**config.mk**
```make
export PLATFORM = sky130hd
export DESIGN_NAME = tcce_ctrl
export DESIGN_NICKNAME = d
export VERILOG_FILES = /design/src/tcce_pkg.sv /design/src/tcce_ctrl.sv
export SDC_FILE = /design/constraint.sdc
export NUM_CORES = 1
export LEC_CHECK = 0
export BUFFER_PORTS_ARGS = -buffer_cell sky130_fd_sc_hd__clkbuf_2
export CORE_AREA = 8 8 45 47
export DETAILED_ROUTE_END_ITERATION = 7
export DIE_AREA = 0 0 53 55
export PLACE_DENSITY_LB_ADDON = 0.2
export SLEW_MARGIN = 30
export SYNTH_ARGS = -nofsm -noshare
export SYNTH_HDL_FRONTEND = slang
export SYNTH_SLANG_ARGS = --single-unit
```
**constraint.sdc**
```tcl
create_clock -name clk_i -period 2.1 [get_ports clk_i]
set_clock_uncertainty 0.1 [all_clocks]
set_input_delay 0.21 -clock clk_i [delete_from_list [all_inputs] [get_ports clk_i]]
set_output_delay 0.21 -clock clk_i [all_outputs]
set_load 0.03 [all_outputs]
```
**src/tcce_pkg.sv**
```systemverilog
package tcce_pkg;

  // screen geometry
  localparam int COLUMNS    = 80;
  localparam int ROWS       = 25;
  localparam int CELL_COUNT = COLUMNS * ROWS;
  localparam int COPY_COUNT = CELL_COUNT - COLUMNS;

  localparam int COL_W = $clog2(COLUMNS);
  localparam int ROW_W = $clog2(ROWS);
  localparam int IDX_W = $clog2(CELL_COUNT);

  // port field widths
  localparam int COL_OUT_W  = 7;
  localparam int ROW_OUT_W  = 5;
  localparam int POS_W      = 11;
  localparam int CELL_IN_W  = 11;
  localparam int CHAR_W     = 8;
  localparam int COLOR_W    = 8;
  localparam int TAB_W      = 4;
  localparam int CFG_IDX_W  = 1;
  localparam int CFG_DATA_W = 8;
  localparam int CELL_W     = COLOR_W + CHAR_W;

  localparam logic [CHAR_W-1:0] CODE_BACKSPACE = 8'h08;
  localparam logic [CHAR_W-1:0] CODE_TAB       = 8'h09;
  localparam logic [CHAR_W-1:0] CODE_LINEFEED  = 8'h0a;
  localparam logic [CHAR_W-1:0] CODE_RETURN    = 8'h0d;
  localparam logic [CHAR_W-1:0] CODE_SPACE     = 8'h20;

  typedef enum logic [CFG_IDX_W-1:0] {
    REG_TEXT_COLOR = 1'b0,
    REG_TAB_LENGTH = 1'b1
  } cfg_reg_e;

  typedef enum logic [2:0] {
    KIND_PRINT,
    KIND_RETURN,
    KIND_LINEFEED,
    KIND_TAB,
    KIND_BACKSPACE
  } char_kind_e;

  typedef enum logic [2:0] {
    CUR_HOLD,
    CUR_HOME,
    CUR_NEWLINE,
    CUR_BACK,
    CUR_ADVANCE
  } cur_op_e;

  typedef enum logic [1:0] {
    SWEEP_NONE,
    SWEEP_CLEAR,
    SWEEP_SCROLL
  } sweep_e;

  typedef enum logic [1:0] {
    SRC_ZERO,
    SRC_BLANK,
    SRC_COPY,
    SRC_CHAR
  } wr_src_e;

  typedef struct packed {
    logic    capture;
    cur_op_e cur_op;
    logic    tab_load;
    logic    tab_dec;
    sweep_e  sweep;
    logic    put_write;
    logic    read_issue;
    logic    load_result;
  } cmd_t;

  typedef struct packed {
    logic       is_read;
    char_kind_e kind;
    logic       col_last;
    logic       row_last;
    logic       tab_done;
    logic       sweep_last;
    logic       out_free;
  } status_t;

endpackage

```
**src/tcce_ctrl.sv**
```systemverilog
module tcce_ctrl (
  input  logic              clk_i,
  input  logic              rst_ni,
  input  logic              in_valid_i,
  output logic              in_ready_o,
  input  tcce_pkg::status_t status_i,
  output tcce_pkg::cmd_t    cmd_o
);
  import tcce_pkg::*;

  typedef enum logic [2:0] {
    ST_CLEAR,
    ST_IDLE,
    ST_EXEC,
    ST_TAB,
    ST_SCROLL,
    ST_RESULT
  } state_e;

  state_e state_q, state_d;
  logic   wrap_scroll;

  // advancing from the bottom right cell scrolls the screen
  assign wrap_scroll = status_i.col_last && status_i.row_last;

  assign in_ready_o = (state_q == ST_IDLE);

  always_comb begin
    cmd_o   = '0;
    state_d = state_q;
    unique case (state_q)
      ST_CLEAR: begin
        cmd_o.sweep = SWEEP_CLEAR;
        if (status_i.sweep_last) state_d = ST_IDLE;
      end
      ST_IDLE: begin
        if (in_valid_i) begin
          cmd_o.capture = 1'b1;
          state_d       = ST_EXEC;
        end
      end
      ST_EXEC: begin
        if (status_i.is_read) begin
          cmd_o.read_issue = 1'b1;
          state_d          = ST_RESULT;
        end else begin
          unique case (status_i.kind)
            KIND_RETURN: begin
              cmd_o.cur_op = CUR_HOME;
              state_d      = ST_RESULT;
            end
            KIND_LINEFEED: begin
              cmd_o.cur_op = CUR_NEWLINE;
              state_d      = status_i.row_last ? ST_SCROLL : ST_RESULT;
            end
            KIND_TAB: begin
              cmd_o.tab_load = 1'b1;
              state_d        = ST_TAB;
            end
            KIND_BACKSPACE: begin
              cmd_o.cur_op = CUR_BACK;
              state_d      = ST_RESULT;
            end
            KIND_PRINT: begin
              cmd_o.put_write = 1'b1;
              cmd_o.cur_op    = CUR_ADVANCE;
              state_d         = wrap_scroll ? ST_SCROLL : ST_RESULT;
            end
            default: state_d = ST_RESULT;
          endcase
        end
      end
      ST_TAB: begin
        if (status_i.tab_done) begin
          state_d = ST_RESULT;
        end else begin
          cmd_o.cur_op  = CUR_ADVANCE;
          cmd_o.tab_dec = 1'b1;
          if (wrap_scroll) state_d = ST_SCROLL;
        end
      end
      ST_SCROLL: begin
        cmd_o.sweep = SWEEP_SCROLL;
        if (status_i.sweep_last) begin
          // a tab may still have steps left after the scroll
          state_d = (!status_i.is_read && status_i.kind == KIND_TAB) ? ST_TAB : ST_RESULT;
        end
      end
      ST_RESULT: begin
        if (status_i.out_free) begin
          cmd_o.load_result = 1'b1;
          state_d           = ST_IDLE;
        end
      end
      default: state_d = ST_IDLE;
    endcase
  end

  always_ff @(posedge clk_i or negedge rst_ni) begin
    if (!rst_ni) begin
      state_q <= ST_CLEAR;
    end else begin
      state_q <= state_d;
    end
  end

endmodule

```
==> implementation parameters, run 1 <==
Parameter                              Value

Routing
  Average detailed-routed wire length per instance    12.6 um
  Via count    444
  Number of detailed-routing iterations run before antenna repair    2
  Vias per inst    4.99
  DRC    0
  Antenna violation net count after detailed routing    0
  1st-iter DRT viols    3
  Detailed Route WL    1.12 mm

Yosys
  Xor/xnor share of the synthesized area    4.49%
  Mux contribution to synthesized area    5.45%
  Number of flip-flops and latches in the synthesized netlist    3
  Count of yosys warnings during synthesis    0
  Number of instances in the synthesized netlist    46
  Post-synthesis sequential area ratio    19.2%
  Combinational family with the most area after synthesis    simple AND/OR/NAND/NOR gates
  Synthesized area per cell    8.49 um2
  Adder-cell share of the synthesized area    0%
  Share of the synthesized area in compound gates (AO/OA/AOI/OAI)    15.7%
  Count of different cell masters after synthesis    30
  Post-Synthesis Net Count    58
  Netlist area before placement    390 um2
  Basic-gate share of the synthesized area counting and, or, nand and nor cells    48.7%

Layout
  Most common library cell in the layout ignoring fill and taps    clkbuf_2
  Max FFs per register    3
  Layout cells sized above 1    49.3%
  Area Overhead vs Synth    44.6%
  Commonest cells after routing, fill and taps aside    22 x clkbuf_2, 4 x nor3_1, 4 x clkbuf_4
  Final instance count without filler cells    89
  Most flops, register    state_q
  Largest registers    state_q (3)
  Final nets    86
  Number of antenna repair diodes    0
  Final design area excluding fillers    564 um2

Critical path
  Critical Path Max Stage Delay    450 ps
  Slowest stage cell, crit path    dfrtp_2
  Data required, critical path    1790 ps
  CP top delay family    simple AND/OR/NAND/NOR gates
  Kind of critical path    register to primary output
  Setup crit start kind    register
  Maximum fanout count along the critical path    10
  Type of destination of the critical path    primary output
  Number of buffer and inverter stages on the critical path    1
  Arrival time worst endpoint    1670 ps
  Crit path cell chain    nand2b_4 -> or3_4 -> nor4_4 -> or2_1 -> clkbuf_4

GRT
  Antenna violations before repair    0
  Vias in the first global route    433
  First-pass GRT wire length    1.82 mm
  GRT Util Overall    7.99%
  Leftover overflow at the end of global routing    0
  Pin count of the biggest net entering global routing    13

Timing
  RSZ-0062 raised after global routing    false
  Max-slew violation count    0
  Setup violation total in the final timing report    0
  Transition time of the tightest slew-check pin    241 ps
  Period utilization    94.2%
  Minimum period implied by the final worst setup slack    1980 ps
  Worst setup slack after layout    122 ps
  Number of hold violations in the final report    0
  Max-Slew Margin vs Limit    83.7%
  Post-Route Setup TNS    0 ps
  Highest achievable clock rate    506 MHz

Clocking
  Post-CTS setup buffer count    0
  Clock latency of the later-clocked register in the worst-skew pair    240 ps
  Clock H-tree levels    1
  Clock tree from TritonCTS    done
  Clock Path Buffers    2
  Clock-pin slew on the worst setup and hold paths    40 ps
  Number of clock sinks    3
  Buffer type at the clock tree root    clkbuf_4
  Cts bufs inserted    3

Die
  Horizontal extent of the die    53 um
  Effective utilization at floorplan    28.2%
  Standard cell core area    1380 um2
  Die outline area    2920 um2
  Height of the die    55 um
  Count of boundary I/O pins    24
  Number of cell rows    14

Hold path
  Min-Delay Path Class    input pin to register

Status
  Run status    complete, no violations

Run
  MaxCap Viol Count    0

Pwr
  Worst vdd ir    0.691 mV
  Leakage power summed over all cells    0.259 nW
  Total power after layout    0.707 mW
  Power per cell area    1250 nW/um2

Place
  Post-place instance area    524 um2
  Hpwl dp    896 um
  Routability congestion estimate from global placement    0.774
  Number of placed instances, taps included    84
  Dpl ws    314 ps
  I/O Buffers    23
through the flow:
stage          hold WS [ps]  utilization [%]
3_5_place_dp          -90.5             37.9
5_1_grt                 174             40.8
4_1_cts                 158             40.5
6_report                169             40.8
2_1_floorplan          -186                -
3_3_place_gp          -91.3             37.9
where the power goes:
| group | internal [mW] | total, mW | switching (mW) |
|---|---|---|---|
| Sequential | 0.0860 | 0.115 | 0.0292 |
| Clock | 0.0714 | 0.104 | 0.0327 |
| Combinational | 0.191 | 0.488 | 0.297 |
| Total | 0.349 | 0.707 | 0.359 |
cell usage after synthesis:
cell type  number  share of area (%)
or3_4           1                2.9
nor2_1          3                2.9
nor3b_1         2                3.8
or2b_1          1                1.9
and2_1          2                3.2
buf_2           2                2.6
a21oi_1         2                2.6
nand2_1         3                2.9
nand4bb_1       1                2.9
and4bb_2        1                3.2
and4b_1         1                2.6
o21a_1          1                1.9
o22ai_1         2                3.2
inv_1           1               0.96
nand2b_4        1                3.5
nor3b_2         1                3.2
dfrtp_1         3                 19
xnor2_1         2                4.5
mux2i_1         1                2.6
a211oi_1        1                1.9
o21ai_1         1                1.3
nor4_4          1                5.4
a2bb2oi_1       1                2.2
buf_6           1                2.9
o21ai_0         2                2.6
nor3_1          4                5.1
or2_1           1                1.6
nand3_1         1                1.3
mux2_2          1                2.9
nor4b_1         1                2.2
cell families after synthesis:
family | Yosys count
and+or+nand+nor | 25
AOI/OAI and AO/OA | 10
DFF | 3
xor gates and xnor gates | 2
muxes | 2
buffers and inverters | 4
tightest hold or removal path, delay by kind of cell:
family                 cells  cell delay, ps
buffers and inverters      1             100
AND/OR/NAND/NOR            1              90
AO/OA/AOI/OAI              1              70
per-layer routing:
metal | share of wire, % | track usage (%)
met1 | 47 | 10.4
met2 | 39 | 11.5
met3 | 13 | 3.48
met4 | 0 | 2.59
met5 | 0 | 0
final cells by class:
class                   instances  area (um2)
fillers                       146         820
multi-input cells              39         295
repair buffers                 26         143
flip-flops and latches          3        76.3
clock buffers                   4        26.3
well taps                      16        20.0
inverters                       1        3.75
timing repair:
action	CTS	global route
endpoints found under the setup margin	0	3
gates resized for setup	0	3
hold buffers	1	0
endpoints found under the hold margin	3	0
final timing paths:
| path | endpoint | slack, ps | startpoint | cells after the start |
|---|---|---|---|---|
| max in group asynchronous | state_q[2] | 1570 | rst_ni | 2 |
| worst min-delay path | state_q[0] | 170 | status_i[1] | 3 |
| worst min register to register | state_q[0] | 540 | state_q[2] | 2 |
| min in group asynchronous | state_q[0] | 200 | rst_ni | 2 |
| worst max register to register | state_q[1] | 660 | state_q[1] | 5 |
| worst max-delay path | cmd_o[9] | 120 | state_q[2] | 5 |
(Power assumes the default switching activity.)
==> run 2, diff against run 1 <==
--- a/config.mk
+++ b/config.mk
@@ -6,9 +6,12 @@
 export NUM_CORES = 1
 export LEC_CHECK = 0
 export BUFFER_PORTS_ARGS = -buffer_cell sky130_fd_sc_hd__clkbuf_2
-export CORE_AREA = 8 8 45 47
+export CELL_PAD_IN_SITES_DETAIL_PLACEMENT = 1
+export CELL_PAD_IN_SITES_GLOBAL_PLACEMENT = 1
+export CORE_MARGIN = 8
+export CORE_UTILIZATION = 29
 export DETAILED_ROUTE_END_ITERATION = 7
-export DIE_AREA = 0 0 53 55
+export MAX_ROUTING_LAYER = met4
 export PLACE_DENSITY_LB_ADDON = 0.2
 export SLEW_MARGIN = 30
 export SYNTH_ARGS = -nofsm -noshare
==> implementation parameters, run 2 (synthesis results as in run 1) <==
Parameter                              Value

Status
  Run status    complete, no violations (unchanged)

Timing
  Hold WS    179 ps (was 169 ps)
  Number of hold violations in the final report    0 (unchanged)
  Transition time of the tightest slew-check pin    288 ps (was 241 ps)
  RSZ-0062 raised after global routing    false (unchanged)
  Post-Route Setup TNS    0 ps (unchanged)
  Minimum period implied by the final worst setup slack    1990 ps (was 1980 ps)
  Setup violation total in the final timing report    0 (unchanged)
  Max-slew violation count    0 (unchanged)
  Max-Slew Margin vs Limit    80.5% (was 83.7%)
  Period utilization    94.8% (was 94.2%)
  Highest achievable clock rate    502 MHz (was 506 MHz)

Place
  Hpwl dp    1.04 mm (was 896 um)
  Number of placed instances, taps included    83 (was 84)
  I/O Buffers    23 (unchanged)
  Routability congestion estimate from global placement    0.792 (was 0.774)

GRT
  Pin count of the biggest net entering global routing    13 (unchanged)
  Leftover overflow at the end of global routing    0 (unchanged)
  GRT Util Overall    9.21% (was 7.99%)
  Antenna violations before repair    0 (unchanged)
  Vias in the first global route    440 (was 433)
  First-pass GRT wire length    1.90 mm (was 1.82 mm)

Routing
  Average detailed-routed wire length per instance    14.3 um (was 12.6 um)
  1st-iter DRT viols    2 (was 3)
  Via count    436 (was 444)
  Number of detailed-routing iterations run before antenna repair    2 (unchanged)
  Vias per inst    4.95 (was 4.99)
  Antenna violation net count after detailed routing    0 (unchanged)
  Detailed Route WL    1.26 mm (was 1.12 mm)
  DRC    0 (unchanged)

Layout
  Most flops, register    state_q (unchanged)
  Largest registers    state_q (3) (unchanged)
  Most common library cell in the layout ignoring fill and taps    clkbuf_2 (unchanged)
  Number of antenna repair diodes    0 (unchanged)
  Layout cells sized above 1    49.3% (unchanged)
  Area Overhead vs Synth    43.6% (was 44.6%)
  Final nets    86 (unchanged)
  Final instance count without filler cells    88 (was 89)
  Max FFs per register    3 (unchanged)
  Layout Utilization    43.6% (was 40.8%)
  Commonest cells after routing, fill and taps aside    22 x clkbuf_2, 4 x nor3_1, 3 x nand2_1, 3 x nor2_1, 3 x clkbuf_4 (was 22 x clkbuf_2, 4 x nor3_1, 4 x clkbuf_4)

Critical path
  Kind of critical path    register to primary output (unchanged)
  Critical Path Max Stage Delay    450 ps (about the same)
  Depth of the worst register-to-register path    5 (unchanged)
  Data required, critical path    1790 ps (about the same)
  Capturing point of the worst reg2reg path    state_q[1] (unchanged)
  Type of destination of the critical path    primary output (unchanged)
  R2R Setup Slk    640 ps (was 660 ps)
  Maximum fanout count along the critical path    10 (unchanged)
  Arrival time worst endpoint    1680 ps (was 1670 ps)
  Setup crit start kind    register (unchanged)
  Slowest stage cell, crit path    dfrtp_2 (unchanged)
  FF-to-FF Start    state_q[1] (unchanged)
  Crit path cell chain    nand2b_4 -> or3_4 -> nor4_4 -> or2_1 -> buf_2 (was nand2b_4 -> or3_4 -> nor4_4 -> or2_1 -> clkbuf_4)

Die
  Height of the die    52.7 um (was 55 um)
  Horizontal extent of the die    52.7 um (was 53 um)
  Die outline area    2780 um2 (was 2920 um2)
  Count of boundary I/O pins    24 (unchanged)
  Effective utilization at floorplan    30.4% (was 28.2%)
  Number of cell rows    13 (was 14)
  Standard cell core area    1280 um2 (was 1380 um2)

Clocking
  Number of clock sinks    3 (unchanged)
  Cts bufs inserted    3 (unchanged)
  Buffer type at the clock tree root    clkbuf_4 (unchanged)
  Clock latency of the later-clocked register in the worst-skew pair    240 ps (about the same)
  Clock H-tree levels    1 (unchanged)
  Clock Path Buffers    2 (unchanged)
  Clock-pin slew on the worst setup and hold paths    40 ps (about the same)
  Post-CTS setup buffer count    0 (unchanged)
  Clock tree from TritonCTS    done (unchanged)

Pwr
  Share of power burned in combinational logic    68.4% (was 69.0%)
  Switching share of total power    51.4% (was 50.7%)
  Worst vdd ir    0.579 mV (was 0.691 mV)
  Clk pwr share    15.1% (was 14.7%)
  Power spent charging and discharging nets    0.367 mW (was 0.359 mW)
  Total internal power    0.347 mW (was 0.349 mW)
  Sequential share of power    16.5% (was 16.3%)
  Leakage power summed over all cells    0.260 nW (was 0.259 nW)
  Total power after layout    0.715 mW (was 0.707 mW)
  Power per cell area    1280 nW/um2 (was 1250 nW/um2)

Hold path
  Worst Hold End    state_q[0] (unchanged)
  Critical hold path startpoint    status_i[1] (unchanged)
  Hold Path Cell Cnt    3 (unchanged)
  Min-Delay Path Class    input pin to register (unchanged)

Run
  MaxCap Viol Count    0 (unchanged)
-- run 2: cell count changes in the layout (fill, tap and decap cells not counted) --
cell,before,now
buf_2,0,1
clkbuf_4,4,3
-- run 2: routing by layer --
metal  GRT usage (%)  wire, um
met1            9.27       518
met2            16.2       661
met3            1.70        63
met4            5.17        17
met5               -         0
-- run 2: through the flow --
step,setup slack (ps),instance area [um2]
6_report,109,561
5_1_grt,1.13,561
4_1_cts,50.1,559
3_5_place_dp,305,523
3_3_place_gp,321,523
2_1_floorplan,96.3,395
-- run 2: worst max path at each step --
stage | from | end | slack (ps) | cells after the start
3_5_place_dp | state_q[2] | cmd_o[9] | 310 | 5
5_1_grt | state_q[2] | cmd_o[9] | 1 | 5
6_report | state_q[2] | cmd_o[9] | 110 | 5
3_3_place_gp | state_q[2] | cmd_o[9] | 320 | 5
2_1_floorplan | state_q[2] | cmd_o[9] | 100 | 5
4_1_cts | state_q[2] | cmd_o[9] | 50 | 5
-- run 2: area by class of cell --
class                      instances  area, um2
tap                               15       18.8
timing repair buffer              26        140
sequential                         3       76.3
fill                             174        724
multi-input combinational         39        295
inverter                           1       3.75
clock buffer                       4       26.3
-- run 2: power by group through the flow --
stage	registers [mW]	logic [mW]	clock network, mW
floorplan	0.104	0.377	0
global placement	0.117	0.490	0
detailed placement	0.118	0.488	0
CTS	0.117	0.494	0.111
global route	0.122	0.528	0.118
finish	0.118	0.489	0.108
-- run 2: worst max-delay path, delay by kind of cell (launching register included) --
family,cells,cell delay [ps]
simple gates,4,790
buf+inv,1,190
flops,1,450
-- run 2: repair_timing --
item                                    CTS  global route
hold buffers                              1             0
endpoints found under the setup margin    0             1
hold endpoints to repair                  3             0
resized for setup                         0             2
